**src/sv/bfw_pkg.sv**
```systemverilog
// Shared constants, types and helpers of the bilateral filter window unit.
`default_nettype none
package bfw_pkg;

  localparam int WINDOW_DEF      = 5;
  localparam int MAX_WIDTH_DEF   = 1024;
  localparam int CHANNELS_DEF    = 3;
  localparam int WEIGHT_FRAC_DEF = 16;

  localparam int PIX_W      = 24;
  localparam int SAMPLE_W   = 8;
  localparam int WEIGHT_W   = 17;
  localparam int INDEX_W    = 8;
  localparam int RANGE_SZ   = 256;
  localparam int ROW_W      = 12;
  localparam int MAX_HEIGHT = 4096;
  localparam int DIM_W      = 13;
  localparam int QUOT_W     = 8;
  localparam int ACTION_W   = 2;
  localparam int CFG_IDX_W  = 2;
  localparam int CFG_DATA_W = 13;
  localparam int IWIDTH_W   = 11;
  localparam int IHEIGHT_W  = 13;
  localparam int CHCNT_W    = 2;

  localparam logic [ACTION_W-1:0] ACT_RANGE   = 2'd0;
  localparam logic [ACTION_W-1:0] ACT_SPATIAL = 2'd1;
  localparam logic [ACTION_W-1:0] ACT_PIXEL   = 2'd2;

  localparam logic [CFG_IDX_W-1:0] REG_WIDTH    = 2'd0;
  localparam logic [CFG_IDX_W-1:0] REG_HEIGHT   = 2'd1;
  localparam logic [CFG_IDX_W-1:0] REG_CHANNELS = 2'd2;

  localparam logic [IWIDTH_W-1:0]  WIDTH_RST    = 11'd640;
  localparam logic [IHEIGHT_W-1:0] HEIGHT_RST   = 13'd480;
  localparam logic [CHCNT_W-1:0]   CHANNELS_RST = 2'd3;

  typedef struct packed {
    logic                range_we;
    logic                spatial_we;
    logic [INDEX_W-1:0]  index;
    logic [WEIGHT_W-1:0] weight;
  } bfw_table_wr_t;

  typedef struct packed {
    logic clear;
    logic issue;
  } bfw_mac_ctrl_t;

  function automatic logic [SAMPLE_W-1:0] sample(input logic [PIX_W-1:0] pix,
                                                 input logic [1:0] ch);
    logic [SAMPLE_W-1:0] s;
    unique case (ch)
      2'd0:    s = pix[7:0];
      2'd1:    s = pix[15:8];
      default: s = pix[23:16];
    endcase
    return s;
  endfunction

endpackage
`default_nettype wire

```
**src/sv/bfw_cell.sv**
```systemverilog
// One window cell: holds a packed pixel, takes its neighbour or an inserted column value.
`default_nettype none
module bfw_cell (
  input  wire logic                      clk,
  input  wire logic                      rst,
  input  wire logic                      en,
  input  wire logic                      ins_sel,
  input  wire logic [bfw_pkg::PIX_W-1:0] ins,
  input  wire logic [bfw_pkg::PIX_W-1:0] nbr,
  output logic      [bfw_pkg::PIX_W-1:0] q
);

  always_ff @(posedge clk) begin
    if (rst) begin
      q <= '0;
    end else if (en) begin
      q <= ins_sel ? ins : nbr;
    end
  end

endmodule
`default_nettype wire

```
**config.mk**
```make
export PLATFORM = sky130hd
export DESIGN_NAME = bfw_cell
export DESIGN_NICKNAME = d
export VERILOG_FILES = /design/src/sv/bfw_pkg.sv /design/src/sv/bfw_cell.sv
export SDC_FILE = /design/constraint.sdc
export NUM_CORES = 1
export LEC_CHECK = 0
export ABC_AREA = 1
export BUFFER_PORTS_ARGS = -buffer_cell sky130_fd_sc_hd__buf_4
export CAP_MARGIN = 20
export CORE_MARGIN = 5
export CORE_UTILIZATION = 42
export DETAILED_ROUTE_END_ITERATION = 8
export PLACE_DENSITY = 0.88
export SYNTH_ARGS = -nofsm -noshare
export SYNTH_HDL_FRONTEND = slang
export SYNTH_SLANG_ARGS = --single-unit
```
**constraint.sdc**
```tcl
create_clock -name clk -period 0.91 [get_ports clk]
set_clock_uncertainty 0.15 [all_clocks]
set_input_delay 0.1365 -clock clk [delete_from_list [all_inputs] [get_ports clk]]
set_output_delay 0.1365 -clock clk [all_outputs]
set_load 0.02 [all_outputs]
```
==> impl_metrics.json <==
{
  "status": "finished, violations left",
  "violations": "negative hold slack, negative setup slack",
  "whs_path_depth": 5,
  "crit_fanout": 2,
  "nFillCells": 237,
  "wl_per_cell_um": 11.0,
  "antenna_found_initial": 0,
  "sw_frac_of_total": 0.286,
  "post-synth-top-count-cell": "nand2_1",
  "slew_headroom": 0.833,
  "cts_tree": "yes",
  "cp-end-kind": "output pin",
  "worst_slack_ps": -166,
  "synth_enable_flop_cells": 0,
  "post-route-period-util": 1.18,
  "intPower_w": 0.00182,
  "start_kind": "register",
  "p_sw_w": 0.000728,
  "core_area_um2": 2780,
  "drc": 0,
  "row_count": 19,
  "ir_drop_mv": 0.995,
  "r2r_cells": 5,
  "gp_congestion": 0.709,
  "utilization": 0.731,
  "synth_area_leaders": "dfxtp_1 39%, nand2_1 22%, nor2_1 15%",
  "drtIter0Drc": 69,
  "worst-path-stages": 1,
  "power_density_nw_per_um2": 1250,
  "place_hpwl_mm": 2.45,
  "cp_slowest_cell": "dfxtp_2",
  "dr.pass1.iters": 5,
  "vias": 1425,
  "largestRegisters": "q: 24 flops",
  "synth_flop_cell": "dfxtp_1",
  "grt_pass1_vias": 1348,
  "cp.required_ps": 620,
  "syn_inst": 205,
  "max_slew.worst_pin.slew_ps": 251,
  "slew_viol_final": 0,
  "grt_pass1_wl_mm": 5.74,
  "tns_ps": -3740,
  "finalInstanceArea_um2": 2030,
  "n_antenna_cell": 0,
  "clk-insertion-delay-late_ps": 310,
  "placed_area_um2": 1840,
  "dieWidth_um": 64.3,
  "crit_type": "register to output pin",
  "die_y_um": 64.3,
  "yosys.area.top_type": "dfxtp_1",
  "cts-root-buf": "clkbuf_4",
  "grt.overflow.total": 0,
  "ys_ff_latch": 24,
  "largest_reg_flops": 24,
  "multi_input_area_um2": 588,
  "stdcell_count": 310,
  "hold_viol": 23,
  "ys_seq_area_frac": 0.388,
  "syn_area_um2": 1240,
  "cap_violations": 0,
  "synth_warnings": 0,
  "io_pins": 76,
  "rsz0062_at_grt": "yes",
  "slowest_delay_ps": 370,
  "syn2layout_area_growth_pct": 64.1,
  "ant_nets": 0,
  "wirelength_mm": 3.40,
  "grt_use_total": 0.166,
  "fmax_mhz": 929,
  "clock_sinks": 24,
  "htreeDepth": 1,
  "pwr-share-clk": 0.218,
  "cts_buffer_depth": 2,
  "crit_chain": "buf_6",
  "synthArstFlopShare": 0,
  "dp.cells": 304,
  "avgViaCountPerCell": 4.60,
  "worstPathArrival_ps": 790,
  "nNetsFinal": 332,
  "synth_cell_types": 9,
  "largest-register": "q",
  "whs_ps": -52.5,
  "hp-class": "input pin to register",
  "synth_fp_nets": 257,
  "clk_pin_slew_ps": 130,
  "fin_crit_ps": 1080,
  "synth_commonest_cells": "72 x nand2_1, 48 x nor2_1, 24 x dfxtp_1, 24 x inv_1, 24 x nand3_1",
  "comb_power_share": 0.311,
  "port_buffers": 75,
  "path_delay_family": "flip-flops",
  "drive_gt1_frac": 0.416,
  "p_leak_nw": 1.17,
  "start_util": 0.445,
  "yosysTopAreaCellShare": 0.388,
  "cts_buffers": 3,
  "seqPwrFrac": 0.471,
  "grt_max_degree": 25,
  "die_area_um2": 4140,
  "syn_avg_cell_area_um2": 6.04,
  "setup_viol": 25,
  "final-seq-area_um2": 510,
  "cp.buffers_inverters": 1
}
[final timing paths]
kind	startpoint	to	slack [ps]
setup / recovery	q[14]	q[14]	-170
hold / removal	nbr[1]	q[1]	-50
setup reg to reg	q[10]	q[10]	-20
hold reg to reg	q[11]	q[11]	410
[layer usage]
| layer | vias up | GRT usage | part of all wire |
|---|---|---|---|
| met5 | - | 0 | 0 |
| met4 | 0 | 0.0458 | 0.0041 |
| met3 | 2 | 0.0806 | 0.14 |
| met2 | 61 | 0.280 | 0.48 |
| met1 | 610 | 0.186 | 0.37 |
| li1 | 752 | - | - |
[worst register-to-register path, delay by kind of cell (launching register included)]
kind	cells	cell delay, ps
buffers and inverters	2	140
flip-flops	1	350
AND/OR/NAND/NOR	3	200
[layout make-up]
class | count | area share
Timing Repair Buffer | 82 | 0.375
Sequential cell | 24 | 0.251
Tap cell | 31 | 0.0191
Inverter | 25 | 0.0474
Multi-Input combinational cell | 144 | 0.289
Clock buffer | 4 | 0.0178
[what timing repair did]
action                                  4_1_cts  5_1_grt
endpoints found under the setup margin       24       28
hold endpoints to repair                     24       23
buffers inserted                              1        1
resized for setup                            48        8
pin swaps                                     0        3
[placed cells by master, fill, tap and decap left out]
cell type  netlist  layout
buf_12           0       4
buf_4            5      52
buf_6            3      26
clkbuf_4         0       3
clkbuf_8         0       1
dfxtp_2          0      24
inv_1           24      24
inv_4            1       1
nand2_1         72      72
nand3_1         24      24
nor2_1          48      43
nor2_2           0       4
nor2_4           0       1
[metrics by stage]
step / worst slack, ps / hold WS [ps] / total power (W)
5_1_grt: -220 / -64.0 / 0.00272
3_3_place_gp: -33.2 / 267 / 0.00190
6_report: -166 / -52.5 / 0.00254
4_1_cts: -175 / -64.7 / 0.00255
2_1_floorplan: 54.7 / 135 / 0.00156
3_5_place_dp: -71.8 / 273 / 0.00191
[power groups by stage]
| stage | sequential [W] | clock (W) | combinational, W |
|---|---|---|---|
| after floorplan | 0.00128 | 0 | 0.000279 |
| final | 0.00120 | 0.000555 | 0.000791 |
| after CTS | 0.00120 | 0.000581 | 0.000777 |
| after global placement | 0.00119 | 0 | 0.000713 |
| after global routing | 0.00121 | 0.000637 | 0.000873 |
| after detailed placement | 0.00119 | 0 | 0.000723 |
[logic make-up after synthesis]
group | share of synthesized area
flops | 0.388
simple gates | 0.461
buf+inv | 0.152
No activity file was read; power rests on OpenSTA's default activity.
