### src/sv/bfw_pkg.sv
// Shared constants, types and helpers of the bilateral filter window unit.
`default_nettype none
package bfw_pkg;

  localparam int WINDOW_DEF      = 5;
  localparam int MAX_WIDTH_DEF   = 1024;
  localparam int CHANNELS_DEF    = 3;
  localparam int WEIGHT_FRAC_DEF = 16;

  localparam int PIX_W      = 24;
  localparam int SAMPLE_W   = 8;
  localparam int WEIGHT_W   = 17;
  localparam int INDEX_W    = 8;
  localparam int RANGE_SZ   = 256;
  localparam int ROW_W      = 12;
  localparam int MAX_HEIGHT = 4096;
  localparam int DIM_W      = 13;
  localparam int QUOT_W     = 8;
  localparam int ACTION_W   = 2;
  localparam int CFG_IDX_W  = 2;
  localparam int CFG_DATA_W = 13;
  localparam int IWIDTH_W   = 11;
  localparam int IHEIGHT_W  = 13;
  localparam int CHCNT_W    = 2;

  localparam logic [ACTION_W-1:0] ACT_RANGE   = 2'd0;
  localparam logic [ACTION_W-1:0] ACT_SPATIAL = 2'd1;
  localparam logic [ACTION_W-1:0] ACT_PIXEL   = 2'd2;

  localparam logic [CFG_IDX_W-1:0] REG_WIDTH    = 2'd0;
  localparam logic [CFG_IDX_W-1:0] REG_HEIGHT   = 2'd1;
  localparam logic [CFG_IDX_W-1:0] REG_CHANNELS = 2'd2;

  localparam logic [IWIDTH_W-1:0]  WIDTH_RST    = 11'd640;
  localparam logic [IHEIGHT_W-1:0] HEIGHT_RST   = 13'd480;
  localparam logic [CHCNT_W-1:0]   CHANNELS_RST = 2'd3;

  typedef struct packed {
    logic                range_we;
    logic                spatial_we;
    logic [INDEX_W-1:0]  index;
    logic [WEIGHT_W-1:0] weight;
  } bfw_table_wr_t;

  typedef struct packed {
    logic clear;
    logic issue;
  } bfw_mac_ctrl_t;

  function automatic logic [SAMPLE_W-1:0] sample(input logic [PIX_W-1:0] pix,
                                                 input logic [1:0] ch);
    logic [SAMPLE_W-1:0] s;
    unique case (ch)
      2'd0:    s = pix[7:0];
      2'd1:    s = pix[15:8];
      default: s = pix[23:16];
    endcase
    return s;
  endfunction

endpackage
`default_nettype wire

### src/sv/bfw_divider.sv
// Restoring divider: eight quotient bits, one per cycle; a zero divisor gives zero.
`default_nettype none
module bfw_divider #(
  parameter int NUM_W = 31,
  parameter int DEN_W = 23
) (
  input  wire logic                          clk,
  input  wire logic                          rst,
  input  wire logic                          start,
  input  wire logic [NUM_W-1:0]              num,
  input  wire logic [DEN_W-1:0]              den,
  output logic      [bfw_pkg::QUOT_W-1:0]    quot,
  output logic                               done
);

  localparam int STEP_W = $clog2(bfw_pkg::QUOT_W);
  localparam int CMP_W  = DEN_W + bfw_pkg::QUOT_W;

  logic [CMP_W-1:0]           rem;
  logic [CMP_W-1:0]           dsh;
  logic [bfw_pkg::QUOT_W-1:0] q;
  logic [STEP_W-1:0]          step;
  logic                       run;
  logic                       zero;
  logic                       fits;

  assign fits = rem >= dsh;
  assign quot = zero ? '0 : q;

  always_ff @(posedge clk) begin
    if (start) begin
      rem  <= CMP_W'(num);
      dsh  <= CMP_W'({den, (bfw_pkg::QUOT_W - 1)'(0)});
      zero <= (den == '0);
    end else if (run) begin
      if (fits) begin
        rem <= rem - dsh;
      end
      q   <= {q[bfw_pkg::QUOT_W-2:0], fits};
      dsh <= dsh >> 1;
    end
  end

  always_ff @(posedge clk) begin
    if (rst) begin
      run  <= 1'b0;
      step <= '0;
      done <= 1'b0;
    end else begin
      done <= run && (step == '0);
      if (start) begin
        run  <= 1'b1;
        step <= STEP_W'(bfw_pkg::QUOT_W - 1);
      end else if (run) begin
        if (step == '0) begin
          run <= 1'b0;
        end else begin
          step <= step - 1'b1;
        end
      end
    end
  end

endmodule
`default_nettype wire

### config.mk
export PLATFORM = sky130hd
export DESIGN_NAME = bfw_divider
export DESIGN_NICKNAME = d
export VERILOG_FILES = /design/src/sv/bfw_pkg.sv /design/src/sv/bfw_divider.sv
export SDC_FILE = /design/constraint.sdc
export NUM_CORES = 1
export LEC_CHECK = 0
export ABC_AREA = 1
export BUFFER_PORTS_ARGS = -buffer_cell sky130_fd_sc_hd__buf_4
export CAP_MARGIN = 5
export CORE_MARGIN = 2
export CORE_UTILIZATION = 40
export DETAILED_ROUTE_END_ITERATION = 8
export PLACE_DENSITY = 0.64
export SLEW_MARGIN = 30
export SYNTH_ARGS = -nofsm -noshare
export SYNTH_HDL_FRONTEND = slang
export SYNTH_SLANG_ARGS = --single-unit
### constraint.sdc
create_clock -name clk -period 4 [get_ports clk]
set_clock_uncertainty 0.15 [all_clocks]
set_input_delay 0.6 -clock clk [delete_from_list [all_inputs] [get_ports clk]]
set_output_delay 0.6 -clock clk [all_outputs]
set_load 0.005 [all_outputs]
==> results.py, run 1 <==
metrics = {
    "global_route": {
        "antenna_found_initial": 0,
        "gr-usage-all-layers_pct": 20.7,
        "grt_pass1_vias": 4710,
        "wire_length_of_the_first_global_routing_pass_um": 23200,
        "overflow": 0,
        "pin_count_of_the_biggest_net_entering_global_routing": 59,
    },
    "floorplanning": {
        "initial_utilization_pct": 41.3,
        "core_um2": 13300,
        "die_boundary_width_um": 121,
        "total_die_area_um2": 14700,
        "die_height_um": 121,
        "std_cell_rows": 42,
        "i_o_pins": 66,
    },
    "timing": {
        "final.hold.worst_slack_ns": 0.295,
        "setup_viol": 0,
        "post_route_clock_period_utilization_pct": 67.5,
        "post-route-min-period_ns": 2.70,
        "max-slew-margin-rel_pct": 45.6,
        "setup_total_negative_slack_ns": 0,
        "rsz0062_at_grt": "false",
        "timing.final.max_slew_violations": 0,
        "fmaxAchievable_mhz": 370,
        "worst_slew_pin_slew_ns": 0.815,
        "timing.final.hold_violations": 0,
    },
    "place": {
        "io_buffers": 65,
        "place.gp.congestion": 0.946,
        "dpl.hpwl_um": 11400,
    },
    "clock_tree": {
        "tritoncts_clock_tree": "yes",
        "number_of_buffers_inserted_to_repair_setup_after_cts": 0,
        "clk_path_buf_depth": 2,
        "cts_resized": 0,
        "cts.reportedPaths.clkPinSlew_ns": 0.06,
        "cts_buffers": 9,
        "cts.hold.buffers_added": 0,
        "num_clock_sinks": 75,
        "cts.htree.levels": 3,
        "worstSkewPairLatency_ns": 0.35,
        "clock_tree.root_cell": "sky130_fd_sc_hd__clkbuf_16",
    },
    "layout": {
        "nFillCells": 1366,
        "area.growth.synth_to_final_pct": 17.4,
        "layout_cells_sized_above_1_pct": 13.2,
        "antenna-diode-count": 0,
        "finish.net_count": 946,
    },
    "setup_path": {
        "worst-endpoint-arrival_ns": 2.55,
        "timing.critical_path.required_ns": 3.85,
        "reg2reg_depth": 13,
        "r2r_slack_ns": 1.30,
        "critical_path.endpoint_type": "flop",
        "worstReg2RegEnd": "rem[23]",
        "crit_fanout": 31,
        "criticalPathCategory": "flop to flop",
        "worstSetupStartpointType": "flop",
        "timing.rr.start": "dsh[2]",
    },
    "logic_synthesis": {
        "yosys_most_used_dff": "sky130_fd_sc_hd__edfxtp_1",
        "postSynthCellCount": 791,
        "synth-edff-count": 63,
        "proportion_of_register_bits_with_asynchronous_set_or_reset_after_synthesis_pct": 0,
        "syn_avg_cell_area_um2": 6.97,
        "synthDominantCellAreaShare_pct": 34.3,
        "yosys-top-cells-area": "sky130_fd_sc_hd__edfxtp_1, sky130_fd_sc_hd__nand2_1, sky130_fd_sc_hd__inv_1",
        "synth_area_leader_cell": "sky130_fd_sc_hd__edfxtp_1",
        "seq_total_area_yosys_pct": 38.7,
        "yosys.cell_count.top_type": "sky130_fd_sc_hd__nand2_1",
        "synth_area_um2": 5510,
        "number_of_storage_elements_in_the_synthesis_netlist": 75,
        "synth.cells.most_frequent": "sky130_fd_sc_hd__nand2_1, sky130_fd_sc_hd__inv_1, sky130_fd_sc_hd__edfxtp_1",
        "postSynthNetCount": 881,
        "synthDistinctLibCells": 36,
        "ys_warn_count": 0,
    },
    "status": {
        "outcome": "finished, final reports clean",
    },
    "detailed_routing": {
        "detailedRoute.firstPassIterationCount": 5,
        "drc": 0,
        "detail-route-antenna-nets": 0,
        "detail_route.iter0.violations": 409,
        "wl_per_cell_um": 14.0,
        "route.detailed.vias_per_inst": 4.90,
        "route.vias.total": 5084,
        "wirelength_um": 14500,
    },
    "min_path": {
        "min_path_type": "primary input to flop",
        "hold_depth": 2,
        "hold-path-endpoint": "step[2]",
        "min_delay_src": "rst",
    },
    "pwr": {
        "p_leak_nw": 3.32,
        "peakVddDrop_mv": 0.239,
        "p_per_area_nw_per_um2": 491,
    },
    "run": {
        "maxCapViolations": 0,
    },
}
## state kept, by name (all words and copies together), names as in the netlist
name / flops
rem: 31
dsh: 30
run: 1
zero: 1
done: 1
step: 3
q: 8
## worst max path at each step
| stage | start | endpoint | slack (ns) |
|---|---|---|---|
| 6_report | dsh[2] | rem[23] | 1.30 |
| 5_1_grt | dsh[27] | rem[11] | 1.12 |
| 4_1_cts | dsh[2] | rem[23] | 1.31 |
| 3_5_place_dp | start | dsh[7] | 1.18 |
| 3_3_place_gp | start | dsh[8] | 1.27 |
| 2_1_floorplan | rem[1] | rem[0] | 1.40 |
## area by class of cell
| type | instances | area, µm² | area share [%] |
|---|---|---|---|
| timing repair buffer | 68 | 510 | 7.89 |
| multi-input combinational | 540 | 2710 | 41.9 |
| inverter | 162 | 608 | 9.40 |
| sequential | 75 | 2130 | 33.0 |
| clock inverter | 5 | 53.8 | 0.832 |
| clock buffer | 11 | 233 | 3.60 |
| tap | 176 | 220 | 3.40 |
## power by group
part / internal [mW] / switching [mW]
logic: 0.471 / 0.859
clock network: 0.480 / 0.336
registers: 0.987 / 0.0423
## cell families after synthesis
group,Yosys count,share of synthesized area [%]
adder cells (fa/ha/maj),33,7.63
AND/OR/NAND/NOR,426,33.0
XOR/XNOR,7,1.11
buffers and inverters,176,12.1
AO/OA/AOI/OAI,74,7.49
flip-flops,75,38.7
## routing by layer
| metal | GRT usage (%) | up-vias | routed length, µm |
|---|---|---|---|
| met4 | 7.11 | 0 | 261 |
| li1 | - | 2626 | - |
| met1 | 29.6 | 2287 | 7110 |
| met2 | 31.6 | 155 | 6200 |
| met5 | 0 | - | 0 |
| met3 | 3.67 | 16 | 917 |
## through the flow
step | cells | setup slack (ns) | total power [mW] | cell area [µm²] | util (%)
6_report | 1037 | 1.30 | 3.18 | 6470 | 48.5
2_1_floorplan | 791 | 1.40 | 2.02 | 5510 | -
3_5_place_dp | 1021 | 1.18 | 2.36 | 6180 | 46.3
5_1_grt | 1037 | 1.12 | 3.41 | 6470 | 48.5
4_1_cts | 1037 | 1.31 | 3.17 | 6470 | 48.5
3_3_place_gp | 1021 | 1.27 | 2.34 | 6180 | 46.3
## cell usage in the layout (no fill, tap or decap), drive strengths merged, types with 2 or more instances in the layout
| master | netlist | routed |
|---|---|---|
| inv | 162 | 162 |
| nor4 | 3 | 3 |
| o22ai | 16 | 16 |
| clkbuf | 9 | 11 |
| nand3 | 51 | 51 |
| a21oi | 25 | 25 |
| nand2 | 288 | 288 |
| o21ai | 27 | 27 |
| nor2 | 59 | 59 |
| or2 | 4 | 4 |
| dfxtp | 12 | 12 |
| ha | 32 | 32 |
| o21bai | 3 | 3 |
| edfxtp | 63 | 63 |
| and2 | 2 | 2 |
| buf | 5 | 68 |
| nor3 | 8 | 8 |
| clkinvlp | 0 | 2 |
| xnor2 | 6 | 6 |
| nand4 | 8 | 8 |
| clkinv | 0 | 2 |
| nand3b | 3 | 3 |
## worst max-delay path, cell delays in order (launching register included)
cell and delay [ns]:
sky130_fd_sc_hd__dfxtp_1 0.32, sky130_fd_sc_hd__inv_1 0.07, sky130_fd_sc_hd__ha_1 0.39, sky130_fd_sc_hd__nand2_2 0.11, sky130_fd_sc_hd__o21ai_2 0.28, sky130_fd_sc_hd__nand2_2 0.08
sky130_fd_sc_hd__nand2_2 0.10, sky130_fd_sc_hd__nand2_1 0.07, sky130_fd_sc_hd__nand2_2 0.07, sky130_fd_sc_hd__nand2_1 0.09, sky130_fd_sc_hd__nand3_2 0.10, sky130_fd_sc_hd__nand2_1 0.05
sky130_fd_sc_hd__nand2_1 0.05, sky130_fd_sc_hd__buf_4 0.40
Power figures use the tool's default switching activity.
==> run 2: changes to the inputs <==
==> constraint.sdc (replaced) <==
create_clock -name clk -period 2.8 [get_ports clk]
set_clock_uncertainty 0.15 [all_clocks]
set_input_delay 0.42 -clock clk [delete_from_list [all_inputs] [get_ports clk]]
set_output_delay 0.42 -clock clk [all_outputs]
set_load 0.005 [all_outputs]
==> run 2 against run 1 <==
Fmax increased by 7.1%. Utilization up 0.54 points. Clock power increased by 51%. Routed wire length is 5.2% higher. Via count shrank 1.6%. Hold slack got worse by 0.18 ns. Power is 46% higher. Largest power group unchanged.
==> results.py, run 2 (same netlist as run 1, synthesis figures left out) <==
metrics = {
    "status": {
        "outcome": "finished, final reports clean",
    },
    "setup_path": {
        "cp_slowest_stage_delay_ns": 0.36,
        "worst-endpoint-arrival_ns": 2.42,
        "critical-path-slowest-cell": "sky130_fd_sc_hd__edfxtp_1",
        "worstSetupStartpointType": "flop",
        "critical_path.endpoint_type": "flop",
        "crit_family": "simple AND/OR/NAND/NOR gates",
        "crit_chain": "ha_1 > nand2_1 > nor2_2 > nand4_1 > nor2_1 > nand3_1 > nand3_2 > nand2_1 > nand2_1 > buf_12",
        "timing.critical_path.required_ns": 2.69,
        "worst_path_most_repeated_cell": "sky130_fd_sc_hd__nand2_1",
        "crit_fanout": 31,
        "critical_path_buf_inv_count": 1,
        "criticalPathCategory": "flop to flop",
    },
    "floorplanning": {
        "core_um2": 13300,
        "total_die_area_um2": 14700,
        "i_o_pins": 66,
        "die_boundary_width_um": 121,
        "die_height_um": 121,
        "std_cell_rows": 42,
        "initial_utilization_pct": 41.3,
    },
    "timing": {
        "fmaxAchievable_mhz": 397,
        "timing.final.hold_violations": 0,
        "final.hold.worst_slack_ns": 0.112,
        "setup_total_negative_slack_ns": 0,
        "final_critical_path_setup_slack_ns": 0.279,
        "post_route_clock_period_utilization_pct": 90.0,
        "post-route-min-period_ns": 2.52,
        "timing.final.max_slew_violations": 0,
        "worst_slew_pin_slew_ns": 0.601,
        "setup_viol": 0,
        "rsz0062_at_grt": "false",
        "max-slew-margin-rel_pct": 59.9,
    },
    "layout": {
        "finish.net_count": 951,
        "largest_register_ffs": 31,
        "layout.cells.most_common": "sky130_fd_sc_hd__nand2_1",
        "multi_input_area_um2": 2710,
        "nFillCells": 1375,
        "antenna-diode-count": 0,
        "top_register": "rem",
        "layout_common_cells": "sky130_fd_sc_hd__nand2_1, sky130_fd_sc_hd__inv_1, sky130_fd_sc_hd__buf_4",
        "top_regs": "rem (31), dsh (30), q (8)",
        "layout_cells_sized_above_1_pct": 13.6,
        "layout.area.seq_um2": 2130,
        "area.growth.synth_to_final_pct": 18.7,
    },
    "detailed_routing": {
        "detail-route-antenna-nets": 0,
        "detail_route.iter0.violations": 441,
        "route.detailed.vias_per_inst": 4.80,
        "drc": 0,
        "wl_met2_um": 6510,
        "route.vias.total": 5004,
        "wirelength_um": 15200,
        "wl_per_cell_um": 14.6,
        "detail_route.wirelength.met1_um": 7640,
        "detailedRoute.firstPassIterationCount": 5,
        "dr.max_layer_used": "met4",
        "wl_met3_um": 798,
    },
    "global_route": {
        "pin_count_of_the_biggest_net_entering_global_routing": 57,
        "antenna_found_initial": 0,
        "gr-usage-all-layers_pct": 21.9,
        "grt_pass1_vias": 4697,
        "overflow": 0,
        "wire_length_of_the_first_global_routing_pass_um": 24500,
    },
    "clock_tree": {
        "cts.hold.buffers_added": 0,
        "clock_tree.root_cell": "sky130_fd_sc_hd__clkbuf_16",
        "cts_buffers": 9,
        "clk_path_buf_depth": 2,
        "cts.htree.levels": 3,
        "number_of_buffers_inserted_to_repair_setup_after_cts": 0,
        "cts_resized": 0,
        "cts.reportedPaths.clkPinSlew_ns": 0.06,
        "tritoncts_clock_tree": "yes",
        "worstSkewPairLatency_ns": 0.35,
        "num_clock_sinks": 75,
    },
    "place": {
        "dpl.hpwl_um": 11900,
        "io_buffers": 65,
        "place.gp.congestion": 0.921,
        "place_ws_ns": 0.315,
    },
    "run": {
        "maxCapViolations": 0,
    },
    "min_path": {
        "min_path_type": "primary input to flop",
    },
    "pwr": {
        "peakVddDrop_mv": 0.350,
        "fin_total_pwr_mw": 4.63,
        "p_per_area_nw_per_um2": 708,
        "p_leak_nw": 3.37,
    },
}
[run 2: cell types whose count changed in the layout (fill, tap and decap cells not counted)]
| cell | delta |
|---|---|
| sky130_fd_sc_hd__clkinv_2 | -1 |
| sky130_fd_sc_hd__clkinv_4 | +1 |
| sky130_fd_sc_hd__clkbuf_1 | -1 |
| sky130_fd_sc_hd__buf_4 | +4 |
| sky130_fd_sc_hd__clkinvlp_4 | -2 |
| sky130_fd_sc_hd__clkinv_1 | +2 |
| sky130_fd_sc_hd__bufinv_16 | +1 |
| sky130_fd_sc_hd__buf_12 | +1 |
[run 2: worst reg2reg max path: cells and delay by family, from the launching register on]
| family | cells | cell delay (ns) |
|---|---|---|
| flip-flops | 1 | 0.36 |
| adder cells (fa/ha/maj) | 1 | 0.36 |
| AND/OR/NAND/NOR | 8 | 1.10 |
| buffers and inverters | 1 | 0.23 |
[run 2: final timing paths]
path | start | cells after the start | to | slack [ns]
worst max-delay path | rem[7] | 10 | rem[17] | 0.28
worst min-delay path | rst | 2 | run | 0.11
worst max register to register | rem[7] | 10 | rem[17] | 0.28
worst min register to register | q[4] | 0 | q[5] | 0.31
[run 2: power by group]
group / leakage [nW] / internal (mW) / switching, mW
Combinational: 2.48 / 0.680 / 1.25
Clock: 0.149 / 0.772 / 0.461
Sequential: 0.735 / 1.41 / 0.0544
[run 2: routing by layer]
metal	vias to the layer above	GRT usage [%]
li1	2635	-
met1	2212	31.9
met5	-	0
met3	19	4.75
met4	0	6.54
met2	138	32.5
[run 2: area by class of cell]
cell class	count	share of cell area, %
tap	176	3.37
clock inverter	6	1.22
clock buffer	10	3.50
sequential	75	32.6
inverter	162	9.30
multi-input combinational	540	41.4
timing repair buffer	73	8.57
[run 2: stage by stage]
stage	std cells	cell area (µm²)	util (%)
6_report	1042	6540	49.0
5_1_grt	1042	6540	49.0
4_1_cts	1042	6540	49.0
3_5_place_dp	1026	6230	46.7
3_3_place_gp	1026	6230	46.7
2_1_floorplan	791	5510	-
